[src/rtl/point_triangle_distance_macros.svh]
// Assertion macros shared by the point/triangle distance RTL.
`ifndef POINT_TRIANGLE_DISTANCE_MACROS_SVH
`define POINT_TRIANGLE_DISTANCE_MACROS_SVH
`ifndef NO_ASSERTIONS
// Consequent must hold in the same cycle as the antecedent.
`define PTD_ASSERT_SAME(lbl, clk, rstn, ante, cons) \
  lbl: assert property (@(posedge clk) disable iff (!(rstn)) (ante) |-> (cons)) \
    else $error("assertion failed");
// Consequent must hold in the cycle after the antecedent.
`define PTD_ASSERT_NEXT(lbl, clk, rstn, ante, cons) \
  lbl: assert property (@(posedge clk) disable iff (!(rstn)) (ante) |=> (cons)) \
    else $error("assertion failed");
`else
`define PTD_ASSERT_SAME(lbl, clk, rstn, ante, cons)
`define PTD_ASSERT_NEXT(lbl, clk, rstn, ante, cons)
`endif
`endif

[src/rtl/ptd_pkg.sv]
// Shared constants for the point/triangle distance pipeline.
`timescale 1ns / 1ps
package ptd_pkg;
  // Width of the scaled distance result.
  localparam int OUT_W = 20;
  // Bits of the clamped radicand fed to the square root chain.
  localparam int QB = 2 * OUT_W;
  localparam int COORD_WIDTH_DEF = 16;
  localparam int DIST_SCALE_DEF = 10000;
endpackage

[src/rtl/ptd_div_cell.sv]
// One restoring divide step: one quotient bit per cell.
`timescale 1ns / 1ps
module ptd_div_cell #(
  parameter int LW = 35
) (
  input  logic                   clk,
  input  logic                   en,
  input  logic [LW-1:0]          r_i,
  input  logic [ptd_pkg::QB-1:0] nq_i,
  input  logic [LW-1:0]          dvs_i,
  input  logic                   sat_i,
  output logic [LW-1:0]          r_o,
  output logic [ptd_pkg::QB-1:0] nq_o,
  output logic [LW-1:0]          dvs_o,
  output logic                   sat_o
);
  import ptd_pkg::*;

  logic [LW:0]   t;
  logic          qbit;
  logic [LW-1:0] r_nxt;

  // shift in the next numerator bit, subtract when it fits
  always_comb begin
    t     = {r_i, nq_i[QB-1]};
    qbit  = t >= {1'b0, dvs_i};
    r_nxt = qbit ? LW'(t - {1'b0, dvs_i}) : t[LW-1:0];
  end

  always_ff @(posedge clk) begin
    if (en) begin
      r_o   <= r_nxt;
      nq_o  <= {nq_i[QB-2:0], qbit};
      dvs_o <= dvs_i;
      sat_o <= sat_i;
    end
  end
endmodule

[config.mk]
export PLATFORM = sky130hd
export DESIGN_NAME = ptd_div_cell
export DESIGN_NICKNAME = d
export VERILOG_FILES = /design/src/rtl/point_triangle_distance_macros.svh /design/src/rtl/ptd_pkg.sv /design/src/rtl/ptd_div_cell.sv
export SDC_FILE = /design/constraint.sdc
export NUM_CORES = 1
export LEC_CHECK = 0
export ABC_AREA = 1
export BUFFER_PORTS_ARGS = -buffer_cell sky130_fd_sc_hd__buf_2
export CAP_MARGIN = 10
export CORE_MARGIN = 2
export CORE_UTILIZATION = 40
export CTS_CLUSTER_DIAMETER = 150
export DETAILED_ROUTE_END_ITERATION = 8
export GPL_TIMING_DRIVEN = 0
export MAX_ROUTING_LAYER = met4
export PLACE_DENSITY = 0.66
export REMOVE_ABC_BUFFERS = 1
export SLEW_MARGIN = 5
export SYNTH_ARGS = -nofsm -noshare
export SYNTH_HDL_FRONTEND = slang
export SYNTH_SLANG_ARGS = --single-unit
[constraint.sdc]
create_clock -name clk -period 3.13 [get_ports clk]
set_clock_uncertainty 0.15 [all_clocks]
set_input_delay 0.939 -clock clk [delete_from_list [all_inputs] [get_ports clk]]
set_output_delay 0.939 -clock clk [all_outputs]
set_load 0.03 [all_outputs]
Word level (Yosys, flattened, before mapping)
Index checks and enable logic that the tools add are counted.
{ "totals": {"ff_bits": 111, "input_bits": 113} }
{ "op_classes": {"addsub": 1, "n_lt_le_gt_ge": 1, "n_mux": 1} }
{ "ops": {"columns": ["operator", "n"], "rows": [
  ["$ge A36 B35 Y1", 1],
  ["$mux W35", 1],
  ["$sub A35 B35 Y35", 1]
]} }

Longest topological paths before layout
{ "depth": {"ltp_word": 2, "mapped_depth": 16} }

Least setup slack after synthesis
OpenSTA, ideal clock, no wires.
{ "synth_path": {"path_type": "input to register", "startpoint": "input port nq_i[39] in the netlist's numbering", "endpoint": "register r_o[24], data pin", "setup_ps": 253, "arrival_time_ps": 2504, "path_slack_ps": 223, "path_stages": 13, "path_cell_list": "inv_1 -> ha_1 -> fa_1 -> nor2_1 -> nor2_1 -> o21ai_0 -> nand2_1 -> nand2_1 -> nand2_1 -> nand2_1 -> nand2_1 -> nand3_2 -> nand2_1"} }
{ "synth_via": {"elab_chain_cells": 2, "elab_cells_between_ends": 3, "cone_classes": "add/sub: 1; order compare: 1; mux: 1"} }
{ "synth_lines": {"columns": ["element", "line_no", "text"], "rows": [
  ["start, declared", "ptd_div_cell.sv:9", "input logic [ptd_pkg::QB-1:0] nq_i,"],
  ["$sub A35 B35 Y35 or $ge A36 B35 Y1 (tied branches)", "ptd_div_cell.sv:27, ptd_div_cell.sv:26", null],
  ["$mux W35 *", "ptd_div_cell.sv:27", "r_nxt = qbit ? LW'(t - {1'b0, dvs_i}) : t[LW-1:0];"],
  ["via r_nxt[24]", "ptd_div_cell.sv:21", "logic [LW-1:0] r_nxt;"],
  ["end signal, assigned", "ptd_div_cell.sv:32", "r_o <= r_nxt;"],
  ["end, declared", "ptd_div_cell.sv:12", "output logic [LW-1:0] r_o,"]
]} }
The timed path passes the listed nets; every way through them passes the cells marked *.
A chain may end at the register's enable or synchronous reset.

Final worst setup path
{ "layout_path": {"startpoint": "input port dvs_i[14]", "endpoint": "register r_o[15], data pin"} }
{ "layout_via": {"elab_chain_cells": 2, "elab_cells_between_ends": 3, "cone_classes": "add/sub: 1; order compare: 1; mux: 1"} }
{ "layout_lines": {"columns": ["element", "line_no", "text"], "rows": [
  ["start, declared", "ptd_div_cell.sv:10", "input logic [LW-1:0] dvs_i,"],
  ["$sub A35 B35 Y35 or $ge A36 B35 Y1 (tied branches)", "ptd_div_cell.sv:27, ptd_div_cell.sv:26", null],
  ["$mux W35 *", "ptd_div_cell.sv:27", null],
  ["via r_nxt[15]", "ptd_div_cell.sv:21", null]
]} }
Marks and branches as above.

==> impl_table.tex <==
\begin{tabular}{lr}
\hline
Metric & Value \\
\hline
\multicolumn{2}{l}{\textbf{Floorplan}} \\
\quad Number of top-level design ports & roughly 220 \\
\quad Die Width & 133 µm \\
\quad Floorplan Core Area & about 16000 µm² \\
\quad Die ar. & $\sim$18000 µm² \\
\quad Chip Height & approximately 130 µm \\
\quad Placement Rows & 47 \\
\quad Initial standard-cell utilization of the core & 0.406 \\
\multicolumn{2}{l}{\textbf{Final layout}} \\
\quad Number of antenna cells inserted & 0 \\
\quad Post-layout utilization of the core & 0.512 \\
\quad Area growth from synthesis to final layout & 26.1\% \\
\quad Share of post-route cells with drive strength above 1 & 0.272 \\
\quad Number of nets at the end of the flow & 1161 \\
\multicolumn{2}{l}{\textbf{Routing}} \\
\quad 1st-pass router iterations & 5 \\
\quad Routed length per placed instance & between 10 and 15 µm \\
\quad Per-cell via count in the routed design & 4.67 \\
\quad DRC violation count after routing & 0 \\
\quad Vias after detailed routing & between 5000 and 6000 \\
\quad DRC violation total after the first TritonRoute iteration & $\sim$330 \\
\quad Remaining antenna violation count after routing & 0 \\
\quad Sum of routed wire length over all layers & 17.8 mm \\
\multicolumn{2}{l}{\textbf{Timing}} \\
\quad Number of endpoints failing setup at the final stage & 0 \\
\quad Upper clock frequency limit & around 340 MHz \\
\quad Hold violation count in the final report & 0 \\
\quad Ratio of final minimum period to clock period & 0.948 \\
\quad Final count of pins violating max slew & 0 \\
\quad Worst-margin pin slew & roughly 550 ps \\
\quad Worst hold margin & $\sim$600 ps \\
\quad Max-slew headroom at the worst pin & 0.635 \\
\quad RSZ-0062 raised after global routing & no \\
\quad Shortest period the worst path allows & roughly 3000 ps \\
\multicolumn{2}{l}{\textbf{Setup path}} \\
\quad Type of origin of the critical path & input port \\
\quad Endpoint class of the critical path & flop \\
\quad Most frequent CP cell & nand2\_1 \\
\quad Worst setup path category & input port to flop \\
\quad CP Data Required Time & about 3100 ps \\
\quad Kind of cell with the highest combined delay on the critical path & simple AND/OR/NAND/NOR gates \\
\quad CP bufs+invs & 3 \\
\quad Worst EP arrival & 2920 ps \\
\quad Delay of the slowest cell on the worst path & 340 ps \\
\quad Crit path max-delay cell type & ha\_1 \\
\quad Maximum fanout along the worst path & 14 \\
\quad Critical Path, Cell by Cell & buf\_2, inv\_1, ha\_1, nand2\_1, nor2\_2, nand2\_1, nor3\_2, nand3\_4, nand4\_4, buf\_4, o21ai\_0 \\
\multicolumn{2}{l}{\textbf{Clocking}} \\
\quad Maximum buffer depth of the clock tree & 2 \\
\quad Htree depth & 3 \\
\quad Hold buffer count at cts & 0 \\
\quad Sink Count & 111 \\
\quad Worst-path clk slew & around 80 ps \\
\quad Cell at the root of the clock tree & clkbuf\_16 \\
\quad Clock tree from TritonCTS & built \\
\quad Clock buffers created by TritonCTS & 9 \\
\multicolumn{2}{l}{\textbf{Synthesis}} \\
\quad Main area contributors after synthesis & edfxtp\_1 (50\%), nand2\_1 (14\%), inv\_1 (8.6\%) \\
\quad Synthesized area per cell & around 8.5 µm² \\
\quad Flop and latch count out of synthesis & 111 \\
\quad Yosys cell types & 33 \\
\quad Post-synth top area cell & edfxtp\_1 \\
\quad Most numerous cell types in the synthesized netlist & nand2\_1 (244), inv\_1 (153), edfxtp\_1 (111) \\
\quad Mapped cell area & 6670 µm² \\
\quad Cells after Synth & slightly below 800 \\
\quad Most repeated cell in the gate-level netlist after synthesis & nand2\_1 \\
\quad Number of warnings printed during yosys synthesis & 0 \\
\quad FFs w/ async S/R, synth & 0 \\
\quad Count of flip-flops with a built-in enable after synthesis & approximately 110 \\
\quad Sequential cell area fraction in the yosys report & 0.500 \\
\quad Post-synth top flop & edfxtp\_1 \\
\quad Fraction of post-synthesis cell area in the top cell type by area & 0.500 \\
\multicolumn{2}{l}{\textbf{Global route}} \\
\quad Pin count of the biggest net entering global routing & 73 \\
\quad Grt total ovfl & 0 \\
\quad Global-route wire length before repair & between 20 and 30 mm \\
\quad Via count of the first global-routing pass & roughly 5600 \\
\quad Initial antenna violation count & 0 \\
\quad Total GRT Usage & 0.208 \\
\multicolumn{2}{l}{\textbf{Place}} \\
\quad Half-perimeter wire length of the detailed placement result & approximately 14 mm \\
\quad Number of port buffers & around 220 \\
\quad GPL Wtd Cong & 0.889 \\
\multicolumn{2}{l}{\textbf{Pwr}} \\
\quad Leakage power & roughly 4.3 nW \\
\quad Worst vdd rail ir drop & $\sim$0.25 mV \\
\quad Power per cell area & roughly 500 nW/µm² \\
\multicolumn{2}{l}{\textbf{Worst hold path}} \\
\quad Path type of the worst min-delay path & input port to flop \\
\multicolumn{2}{l}{\textbf{Status}} \\
\quad Status & finished, final reports clean \\
\multicolumn{2}{l}{\textbf{Run}} \\
\quad Max-capacitance violation count & 0 \\
\hline
\end{tabular}
[layout by cell type, fill, tap and decap left out, drive strengths merged]
cell	synthesis	routed
nand2	249	249
nand3b	8	8
xor2	14	14
clkinv	0	1
buf	9	228
nor3	10	10
clkbuf	0	9
a21oi	31	31
nand3	39	39
or2	1	1
o21ai	32	32
inv	156	158
xnor2	4	4
nand4	16	17
nor2	55	55
ha	35	35
a21boi	1	1
fa	1	1
o21bai	7	7
edfxtp	111	111
clkinvlp	0	3
and2	1	1
o21a	1	1
[final cells by class]
type	instances	area, µm²
sequential	111	3330
timing repair buffer	228	1210
tap	220	275
clock inverter	6	53.8
clock buffer	9	225
multi-input combinational	506	2730
fill	1655	8000
inverter	156	586
[final timing paths]
| path | from | slack, ps | endpoint | depth (start not counted) |
|---|---|---|---|---|
| setup / recovery | dvs_i[14] | 160 | r_o[15] | 11 |
| hold / removal | nq_i[27] | 600 | nq_o[28] | 1 |
[cell families after synthesis]
kind of cell / synth area share
AOI/OAI and AO/OA: 0.0597
xor gates and xnor gates: 0.0237
adders and majority gates: 0.0687
buffers and inverters: 0.0974
DFF: 0.500
and+or+nand+nor: 0.250
[timing repair]
item / 4_1_cts / 5_1_grt
resized for setup: 2 / 2
pin swaps: 2 / 1
buffers inserted: 2 / 1
cloned: 1 / 0
endpoints found under the setup margin: 36 / 30
[report_power, final]
group	switching, mW	total (mW)	internal (mW)
Sequential	0.0312	1.85	1.82
Combinational	0.826	1.20	0.376
Clock	0.565	1.11	0.549
[state kept, by name, summed over array words and instances, names as in the netlist]
name   count
sat_o      1
r_o       35
dvs_o     35
nq_o      40
[metal layers]
layer,vias to the layer above,global-route usage,share of wire
li1,2967,-,-
met1,2579,0.270,0.46
met2,204,0.335,0.46
met3,20,0.0356,0.070
met4,0,0.0627,0.014
met5,-,-,0
[metrics by stage]
stage | std cells | power (mW) | setup WS, ps | TNS (ps) | instance area [µm²]
3_5_place_dp | 1217 | 3.07 | -744 | -22060 | 8060
4_1_cts | 1235 | 4.20 | 22.2 | 0 | 8390
2_1_floorplan | 772 | 2.68 | -458 | -14430 | 6600
6_report | 1236 | 4.16 | 164 | 0 | 8410
5_1_grt | 1236 | 4.38 | 5.87 | 0 | 8410
3_3_place_gp | 1215 | 3.06 | -1590 | -76760 | 7990
Note: power is estimated with default switching activity, not from simulation.
