`config.mk`:
```
export PLATFORM = sky130hd
export DESIGN_NAME = ptd_sqrt_cell
export DESIGN_NICKNAME = d
export VERILOG_FILES = /design/src/rtl/point_triangle_distance_macros.svh /design/src/rtl/ptd_pkg.sv /design/src/rtl/ptd_sqrt_cell.sv
export SDC_FILE = /design/constraint.sdc
export NUM_CORES = 1
export LEC_CHECK = 0
export BUFFER_PORTS_ARGS = -buffer_cell sky130_fd_sc_hd__buf_2
export CELL_PAD_IN_SITES_DETAIL_PLACEMENT = 0
export CELL_PAD_IN_SITES_GLOBAL_PLACEMENT = 1
export CORE_MARGIN = 3
export CORE_UTILIZATION = 34
export CTS_CLUSTER_DIAMETER = 60
export DETAILED_ROUTE_END_ITERATION = 8
export PLACE_DENSITY_LB_ADDON = 0.05
export RECOVER_POWER = 100
export SLEW_MARGIN = 30
export SYNTH_ARGS = -nofsm -noshare
export SYNTH_HDL_FRONTEND = slang
export SYNTH_SLANG_ARGS = --single-unit
```
`constraint.sdc`:
```
create_clock -name clk -period 6.7 [get_ports clk]
set_input_delay 0.335 -clock clk [delete_from_list [all_inputs] [get_ports clk]]
set_output_delay 0.335 -clock clk [all_outputs]
set_load 0.1 [all_outputs]
```
`src/rtl/point_triangle_distance_macros.svh`:
```
// Assertion macros shared by the point/triangle distance RTL.
`ifndef POINT_TRIANGLE_DISTANCE_MACROS_SVH
`define POINT_TRIANGLE_DISTANCE_MACROS_SVH
`ifndef NO_ASSERTIONS
// Consequent must hold in the same cycle as the antecedent.
`define PTD_ASSERT_SAME(lbl, clk, rstn, ante, cons) \
  lbl: assert property (@(posedge clk) disable iff (!(rstn)) (ante) |-> (cons)) \
    else $error("assertion failed");
// Consequent must hold in the cycle after the antecedent.
`define PTD_ASSERT_NEXT(lbl, clk, rstn, ante, cons) \
  lbl: assert property (@(posedge clk) disable iff (!(rstn)) (ante) |=> (cons)) \
    else $error("assertion failed");
`else
`define PTD_ASSERT_SAME(lbl, clk, rstn, ante, cons)
`define PTD_ASSERT_NEXT(lbl, clk, rstn, ante, cons)
`endif
`endif

```
`src/rtl/ptd_pkg.sv`:
```
// Shared constants for the point/triangle distance pipeline.
`timescale 1ns / 1ps
package ptd_pkg;
  // Width of the scaled distance result.
  localparam int OUT_W = 20;
  // Bits of the clamped radicand fed to the square root chain.
  localparam int QB = 2 * OUT_W;
  localparam int COORD_WIDTH_DEF = 16;
  localparam int DIST_SCALE_DEF = 10000;
endpackage

```
`src/rtl/ptd_sqrt_cell.sv`:
```
// One digit-by-digit square root step: one root bit per cell.
`timescale 1ns / 1ps
module ptd_sqrt_cell (
  input  logic                      clk,
  input  logic                      en,
  input  logic [ptd_pkg::QB-1:0]    x_i,
  input  logic [ptd_pkg::OUT_W+1:0] rem_i,
  input  logic [ptd_pkg::OUT_W-1:0] root_i,
  output logic [ptd_pkg::QB-1:0]    x_o,
  output logic [ptd_pkg::OUT_W+1:0] rem_o,
  output logic [ptd_pkg::OUT_W-1:0] root_o
);
  import ptd_pkg::*;

  logic [OUT_W+1:0] t, trial;
  logic             bit_ok;

  // bring down two radicand bits and try root*4+1
  always_comb begin
    t      = {rem_i[OUT_W-1:0], x_i[QB-1:QB-2]};
    trial  = {root_i, 2'b01};
    bit_ok = t >= trial;
  end

  always_ff @(posedge clk) begin
    if (en) begin
      x_o    <= {x_i[QB-3:0], 2'b00};
      rem_o  <= bit_ok ? t - trial : t;
      root_o <= {root_i[OUT_W-2:0], bit_ok};
    end
  end
endmodule
```
# Yosys cells after proc, flatten, opt, wreduce, memory -nomap -nowiden
# Cells that the tools add are included.
[classes]
magnitude_cmp = 1
n_addsub = 1
n_mux = 1
[op_table]
columns = ["operator", "count"]
rows = [
  ["$ge A22 B22 Y1", 1],
  ["$mux W22", 1],
  ["$sub A22 B22 Y22", 1],
]
[word_totals]
regBits = 80
out_inout_bits = 82
word_cells = 6
input_bits = 84

# Logic depth before layout (Yosys ltp)
# Gate-level depths: netlist (run 1).
[depth]
depth_word = 2
ltp_mapped = 11
mapped_depth_nobuf = 9

# Worst setup path before layout (run 1)
# OpenSTA, ideal clock, no wires.
[synth_path]
kind = "input port to flip-flop"
from = "input root_i[13] in the netlist's numbering"
to = "register rem_o[10] in the netlist's numbering (data pin)"
setup_ns = 0.262
stages = 10
required_ns = 6.438
setup_slack_ns = 4.340
n_path_buf = 2
t_arrival_ns = 2.098
path_cell_list = "inv_1 ha_1 buf_6 a21oi_2 o41a_1 o221ai_1 a211o_2 o22ai_4 clkbuf_2 o21ai_0"
[synth_via]
elab_chain_len = 2
[synth_lines]
columns = ["element", "line", "source"]
rows = [
  ["from (decl)", "ptd_sqrt_cell.sv:8", "input logic [ptd_pkg::OUT_W-1:0] root_i,"],
  ["$ge A22 B22 Y1", "ptd_sqrt_cell.sv:22", "bit_ok = t >= trial;"],
  ["$mux W22", "ptd_sqrt_cell.sv:28", "rem_o <= bit_ok ? t - trial : t;"],
  ["to (signal assigned)", "ptd_sqrt_cell.sv:28", ""],
  ["to (decl)", "ptd_sqrt_cell.sv:10", "output logic [ptd_pkg::OUT_W+1:0] rem_o,"],
]
# No other way between the ends.
# A chain may end at the register's enable or synchronous reset.

# Worst setup path in the final report (run 1)
[layout_path]
from = "input en"
to = "register rem_o[12] in the netlist's numbering (enable)"
[layout_rtl]
columns = ["element", "line", "source"]
rows = [
  ["from (decl)", "ptd_sqrt_cell.sv:5", "input logic en,"],
]
# No word-level cell between the ends.

==> results.md, run 1 <==
- Area grow syn2layout: 28.32%
- Post-CTS Setup Inserts: 0
- Share of cells above drive strength 1: 17.36%
- Max-cap violations: 2
- Final ANT Viol Nets: 0
- Worst hold start: x_i[21]
- Critical Path RT: 6.59 ns
- Avg Vias per Cell: 4.764
- Placed Area: 4822 um2
- Fin area: 4955 um2
- Top_reg_cell synth: edfxtp_1
- Worst Hold Class: input port to register
- Count of final max-slew check failures: 83
- WHS Path Cells: 1
- Reg clk slew, reported paths: 0.06 ns
- Status: finished with violations
- Total Routing Usage GR: 14.79%
- Bufs and invs on worst path: 2
- # DRC: 0
- Clk root buf: clkbuf_16
- PortBufs: 161
- Clock Path Buffers: 2
- Yosys top cell area share: 62.22%
- Htree depth: 3
- CP top delay family: buffers and inverters
- Final Hold Viols: 0
- Met1 wire length: 4.438 mm
- PwrDens: 344.3 nW/um2
- Overall routed net length: 9.288 mm
- Vias: 2944
- First-pass GRT wire length: 14.85 mm
- CTS Buf Count: 9
- Hold Path End: x_o[23]$_DFFE_PP_
- Post-synthesis cell type count: 41
- Gate Count Post-Synth: 309
- Worst Tran Pin Value: 2.741 ns
- RSZ-0062 raised after global routing: no
- Static Leak: 1.992 nW
- Post-CTS sizing: 0
- Maximum vdd drop: 0.1374 mV
- Synth Register Bits: 80
- CP Cell Sequence: clkbuf_1, clkbuf_1
- Num ports: 166
- Critical path startpoint category: input port
- CP peak stage delay: 2.01 ns
- Largest net degree at the start of global routing: 52
- Synth area leaders: edfxtp_1 (62%), ha_1 (7.1%), nand2_1 (3.2%)
- WS Path Type: input port to register
- Min Tclk post-route: 3.665 ns
- Die W: 112.6 um
- Nets: 580
- Fmax: 272.9 MHz
- Routed wire length on met2: 4.110 mm
- Initial Utilization: 35.16%
- Final period utilization: 54.70%
- Top Layer Used: met4
- Clk sinks: 80
- DR iter-0 viols: 135
- CP Data Arrival Time: 3.55 ns
- Post-DP HPWL: 7.175 mm
- Layout Utilization: 45.11%
- Crit-path most repeated cell: clkbuf_1
- Register area share after synthesis: 62.22%
- DR pass1 iterations: 4
- Die height: 112.6 um
- Final Setup Violations: 0
- Die ar.: 12670 um2
- Met3 routed WL: 609 um
- Tot Pwr: 0.001706 W
- Filler Cell Count: 1101
- Initial antenna violation count: 0
- N_diodes: 0
- CTS tree: built
- Total gr overflow: 0
- Worst setup EP type: register
- Area of the mapped netlist: 3861 um2
- Number of synthesized flops with an enable pin: 80
- Async S/R FF share, synth: 0%
- Yosys warns: 0
- Placer congestion estimate: 0.7879
- Vias in the first global route: 2924
- Core Area: 10980 um2
- Setup TNS: 0 ns
- Slowest-stage cell, CP: clkbuf_1
- Yosys top cell by area: edfxtp_1
- Avg Cell Area, Syn: 12.50 um2
- Violated checks: capacitance limit, slew limit
- Rows: 38
- Relative slew margins: -82.75%
- CP max FO: 51
- Wire per inst: 15.03 um
- CTS Hold Bufs: 0
-- flip-flops by register name (all words and copies together), names as in the netlist --
register and flops:
x_o 38, rem_o 22, root_o 20
-- cell usage in the layout (no fill, tap or decap), types with 3 or more instances in the layout --
| cell | synthesis | routed |
|---|---|---|
| nand4_1 | 6 | 6 |
| a31oi_1 | 4 | 4 |
| inv_1 | 30 | 30 |
| xnor2_1 | 8 | 8 |
| nand3_1 | 6 | 6 |
| ha_1 | 22 | 22 |
| clkbuf_16 | 0 | 9 |
| a21oi_1 | 18 | 19 |
| xor2_1 | 11 | 11 |
| nor2_1 | 9 | 9 |
| o21ai_0 | 24 | 25 |
| o21a_1 | 7 | 7 |
| nand2_1 | 33 | 33 |
| edfxtp_1 | 80 | 80 |
| o221ai_1 | 3 | 3 |
| o211ai_1 | 3 | 3 |
| o21bai_1 | 3 | 3 |
| buf_2 | 0 | 66 |
| o22ai_1 | 2 | 3 |
| a21o_1 | 4 | 4 |
| clkbuf_1 | 3 | 98 |
| or3_1 | 3 | 3 |
-- worst max-delay path by stage --
| stage | endpoint | depth (start not counted) | slack, ns | start |
|---|---|---|---|---|
| 4_1_cts | rem_o[6]$_DFFE_PP_ | 10 | 4.17 | root_i[13] |
| 2_1_floorplan | rem_o[10]$_DFFE_PP_ | 10 | 4.34 | root_i[13] |
| 6_report | rem_o[12]$_DFFE_PP_ | 2 | 3.04 | en |
| 5_1_grt | rem_o[12]$_DFFE_PP_ | 2 | 2.61 | en |
| 3_5_place_dp | rem_o[6]$_DFFE_PP_ | 10 | 3.82 | root_i[13] |
| 3_3_place_gp | rem_o[9]$_DFFE_PP_ | 9 | 3.42 | root_i[13] |
-- cell families after synthesis --
family / share of synthesized area (%)
other: 0.09712
buffers and inverters: 5.087
and+or+nand+nor: 7.291
DFF: 62.22
AOI/OAI and AO/OA: 13.87
adders and majority gates: 7.129
xor gates and xnor gates: 4.310
-- where the power goes --
group / internal, W / leakage (nW) / switching [W]
clock network: 0.000327 / 0.149 / 0.000198
registers: 0.000611 / 0.782 / 0.0000121
logic: 0.0000882 / 1.06 / 0.000471
total: 0.00103 / 1.99 / 0.000680
-- cell usage after synthesis, drive strengths merged, types with 2 or more instances --
master,number
a31oi,4
edfxtp,80
ha,22
inv,30
or3,3
o21bai,3
nand4,6
a21oi,19
o21a,7
nor2,9
nand2,33
a21o,4
xor2,11
o22ai,3
a211oi,2
o211ai,3
o31ai,2
buf,7
xnor2,8
o21ai,27
o221ai,3
clkbuf,4
nand2b,2
nand3,6
-- per-stage QoR --
stage / setup slack, ns / hold WS [ns] / cells
after floorplan: 4.340 / 0.4339 / 310
after global placement: 3.422 / 0.5119 / 600
after detailed placement: 3.821 / 0.5133 / 603
after CTS: 4.168 / 0.1633 / 618
after global routing: 2.606 / 0.1596 / 618
final: 3.035 / 0.1779 / 618
-- per-layer routing --
metal	vias to the layer above	track usage, %
met3	10	3.288
met4	0	5.769
met2	120	22.43
met5	-	0
met1	1351	20.66
li1	1463	-
-- final cells by class --
cell class                 count  area [um2]  share of cell area [%]
inverter                      30       112.6                   2.273
clock buffer                   9       225.2                   4.545
clock inverter                 6       92.59                   1.869
timing repair buffer         164       698.2                   14.09
tap                          140       175.2                   3.535
sequential                    80        2402                   48.48
multi-input combinational    189        1249                   25.20
Power figures use the tool's default switching activity.
==> run 2, diff against run 1 <==
--- a/config.mk
+++ b/config.mk
@@ -9,7 +9,7 @@
 export CELL_PAD_IN_SITES_DETAIL_PLACEMENT = 0
 export CELL_PAD_IN_SITES_GLOBAL_PLACEMENT = 1
 export CORE_MARGIN = 3
-export CORE_UTILIZATION = 34
+export CORE_UTILIZATION = 33
 export CTS_CLUSTER_DIAMETER = 60
 export DETAILED_ROUTE_END_ITERATION = 8
 export PLACE_DENSITY_LB_ADDON = 0.05
==> constraint.sdc (replaced) <==
create_clock -name clk -period 3.3 [get_ports clk]
set_input_delay 0.165 -clock clk [delete_from_list [all_inputs] [get_ports clk]]
set_output_delay 0.165 -clock clk [all_outputs]
set_load 0.1 [all_outputs]
==> run 2 against run 1 <==
  * The run still ends with capacitance limit, slew limit left
  * Via count is 4.1% higher
  * First-iteration DRC count down 11%
  * Total power grew 100%
  * Routed wire length grew 6.0%
  * Clock-buffer cell count is the same
  * Critical endpoint is now rem_o[21]$_DFFE_PP_
  * Largest cell class unchanged
==> results.md, run 2 (synthesis gave the netlist of run 1 again) <==
- Sequential share of power: 36.3% (was 36.5%)
- Top Registers: x_o x38, rem_o x22, root_o x20 (unchanged)
- Avg Vias per Cell: 4.628 (was 4.764)
- CTS Buf Count: 9 (unchanged)
- Post-CTS Setup Inserts: 0 (unchanged)
- Slowest-stage cell, CP: dlygate4sd3_1 (was clkbuf_1)
- Crit-path most repeated cell: clkbuf_2 (was clkbuf_1)
- Core Area: 11130 um2 (was 10980 um2)
- Maximum vdd drop: 0.4224 mV (was 0.1374 mV)
- Fin area: 5425 um2 (was 4955 um2)
- N_diodes: 0 (unchanged)
- Final period utilization: 86.71%
- Clk sinks: 80 (unchanged)
- CP max FO: 19 (was 51)
- Worst Tran Pin Value: 1.991 ns (was 2.741 ns)
- Max FFs per register: 38 (unchanged)
- Relative slew margins: -32.75% (was -82.75%)
- Worst setup EP type: register (unchanged)
- Largest net degree at the start of global routing: 81 (was 52)
- Most frequent cells in the layout: clkbuf_1 (92), edfxtp_1 (80), buf_2 (66) (was clkbuf_1 (98), edfxtp_1 (80), buf_2 (66))
- Status: finished with violations (unchanged)
- Placed Area: 4780 um2 (was 4822 um2)
- Final ANT Viol Nets: 0 (unchanged)
- CTS Hold Bufs: 42 (was 0)
- Total gr overflow: 0 (unchanged)
- Fmax: 349.5 MHz
- Hold Slack: 0.01912 ns (was 0.1779 ns)
- Sw Share: 39.47% (was 39.88%)
- First-pass GRT wire length: 15.14 mm (was 14.85 mm)
- Final Hold Viols: 0 (unchanged)
- Post-DP HPWL: 7.121 mm (was 7.175 mm)
- Wire per inst: 14.88 um (was 15.03 um)
- CTS tree: built (unchanged)
- Nets: 625 (was 580)
- Top reg by flops: x_o (unchanged)
- Die ar.: 13030 um2 (was 12670 um2)
- Area grow syn2layout: 40.51% (was 28.32%)
- PortBufs: 161 (unchanged)
- Critical Path RT: 3.38 ns (was 6.59 ns)
- Setup TNS: 0 ns (unchanged)
- Max-cap violations: 1 (was 2)
- Reg clk slew, reported paths: 0.06 ns (about the same)
- Die W: 114.2 um (was 112.6 um)
- Initial Utilization: 34.71% (was 35.16%)
- CP Data Arrival Time: 2.94 ns (was 3.55 ns)
- DR iter-0 viols: 120 (was 135)
- CP top delay family: compound AO/OA/AOI/OAI gates (was buffers and inverters)
- Layout Utilization: 48.76% (was 45.11%)
- Die height: 114.2 um (was 112.6 um)
- Initial antenna violation count: 0 (unchanged)
- RSZ-0062 raised after global routing: no (unchanged)
- Violated checks: capacitance limit, slew limit (unchanged)
- Htree depth: 3 (unchanged)
- Placer congestion estimate: 0.7838 (was 0.7879)
- Min Tclk post-route: 2.861 ns
- CP Cell Sequence: dlygate4sd3_1, clkbuf_2, inv_1, ha_1, nand4_1, o41a_1, o221ai_1, a211o_2, o22ai_4, clkbuf_2, nand2_1, o211ai_1 (was clkbuf_1, clkbuf_1)
- Clock Power Share: 29.8% (was 30.7%)
- Rows: 38 (unchanged)
- Overall routed net length: 9.848 mm (was 9.288 mm)
- Num ports: 166 (unchanged)
- Count of final max-slew check failures: 81 (was 83)
- Worst Hold Class: input port to register (unchanged)
- Critical path startpoint category: input port (unchanged)
- Post-CTS sizing: 0 (unchanged)
- Clock Path Buffers: 2 (unchanged)
- Leading cell type in the layout, fill and taps excluded: clkbuf_1 (unchanged)
- CP peak stage delay: 0.54 ns (was 2.01 ns)
- # DRC: 0 (unchanged)
- Bufs and invs on worst path: 4 (was 2)
- Vias in the first global route: 3010 (was 2924)
- Total Routing Usage GR: 15.06% (was 14.79%)
- Static Leak: 2.192 nW (was 1.992 nW)
- Sw Pwr: 0.001378 W (was 0.0006804 W)
- Power Internal: 0.002113 W (was 0.001026 W)
- Comb power frac: 34.0% (was 32.7%)
- Clk root buf: clkbuf_16 (unchanged)
- Vias: 3064 (was 2944)
- PwrDens: 643.3 nW/um2 (was 344.3 nW/um2)
- DR pass1 iterations: 4 (unchanged)
- Share of cells above drive strength 1: 16.86% (was 17.36%)
- Final Setup Violations: 0 (unchanged)
- WS Path Type: input port to register (unchanged)
## run 2: changes by cell type in the layout (fill, tap and decap cells not counted)
cell / before / now
a21oi_1: 19 / 18
o22ai_4: 0 / 1
inv_6: 2 / 0
buf_1: 0 / 1
dlygate4sd3_1: 0 / 46
clkbuf_2: 0 / 4
o22ai_1: 3 / 2
clkinv_4: 0 / 1
clkbuf_1: 98 / 92
a21oi_2: 0 / 1
## run 2: power groups by stage
| stage | clock (W) | combinational [W] | sequential [W] |
|---|---|---|---|
| after global placement | 0 | 0.00118 | 0.00128 |
| after CTS | 0.00108 | 0.00122 | 0.00126 |
| after detailed placement | 0 | 0.00118 | 0.00128 |
| after floorplan | 0 | 0.000256 | 0.00199 |
| after global routing | 0.00112 | 0.00125 | 0.00128 |
| final | 0.00104 | 0.00119 | 0.00127 |
## run 2: final cells by class
cell class	instances	area [um2]
Timing Repair Buffer	209	1160
Clock buffer	9	225.2
Inverter	30	112.6
Sequential cell	80	2402
Multi-Input combinational cell	189	1266
Fill cell	1092	5700
Tap cell	140	175.2
Clock inverter	5	83.83
## run 2: through the flow
| step | total power [W] | worst slack [ns] | std cells |
|---|---|---|---|
| floorplan | 0.002250 | 1.110 | 310 |
| global placement | 0.002455 | 0.6302 | 602 |
| detailed placement | 0.002461 | 0.6075 | 602 |
| CTS | 0.003566 | 0.5236 | 658 |
| global route | 0.003651 | 0.2419 | 662 |
| finish | 0.003490 | 0.4387 | 662 |
## run 2: layer usage
metal / track usage, % / vias to the layer above / share of wire [%]
met2: 23.85 / 125 / 46
li1: - / 1550 / -
met1: 19.37 / 1377 / 45
met5: 0 / - / 0
met3: 5.603 / 12 / 8.1
met4: 4.355 / 0 / 1.3
## run 2: worst paths after layout
kind	start	to	slack, ns	cells after the start
max	root_i[11]	rem_o[21]$_DFFE_PP_	0.44	12
min	root_i[14]	root_o[15]$_DFFE_PP_	0.02	1
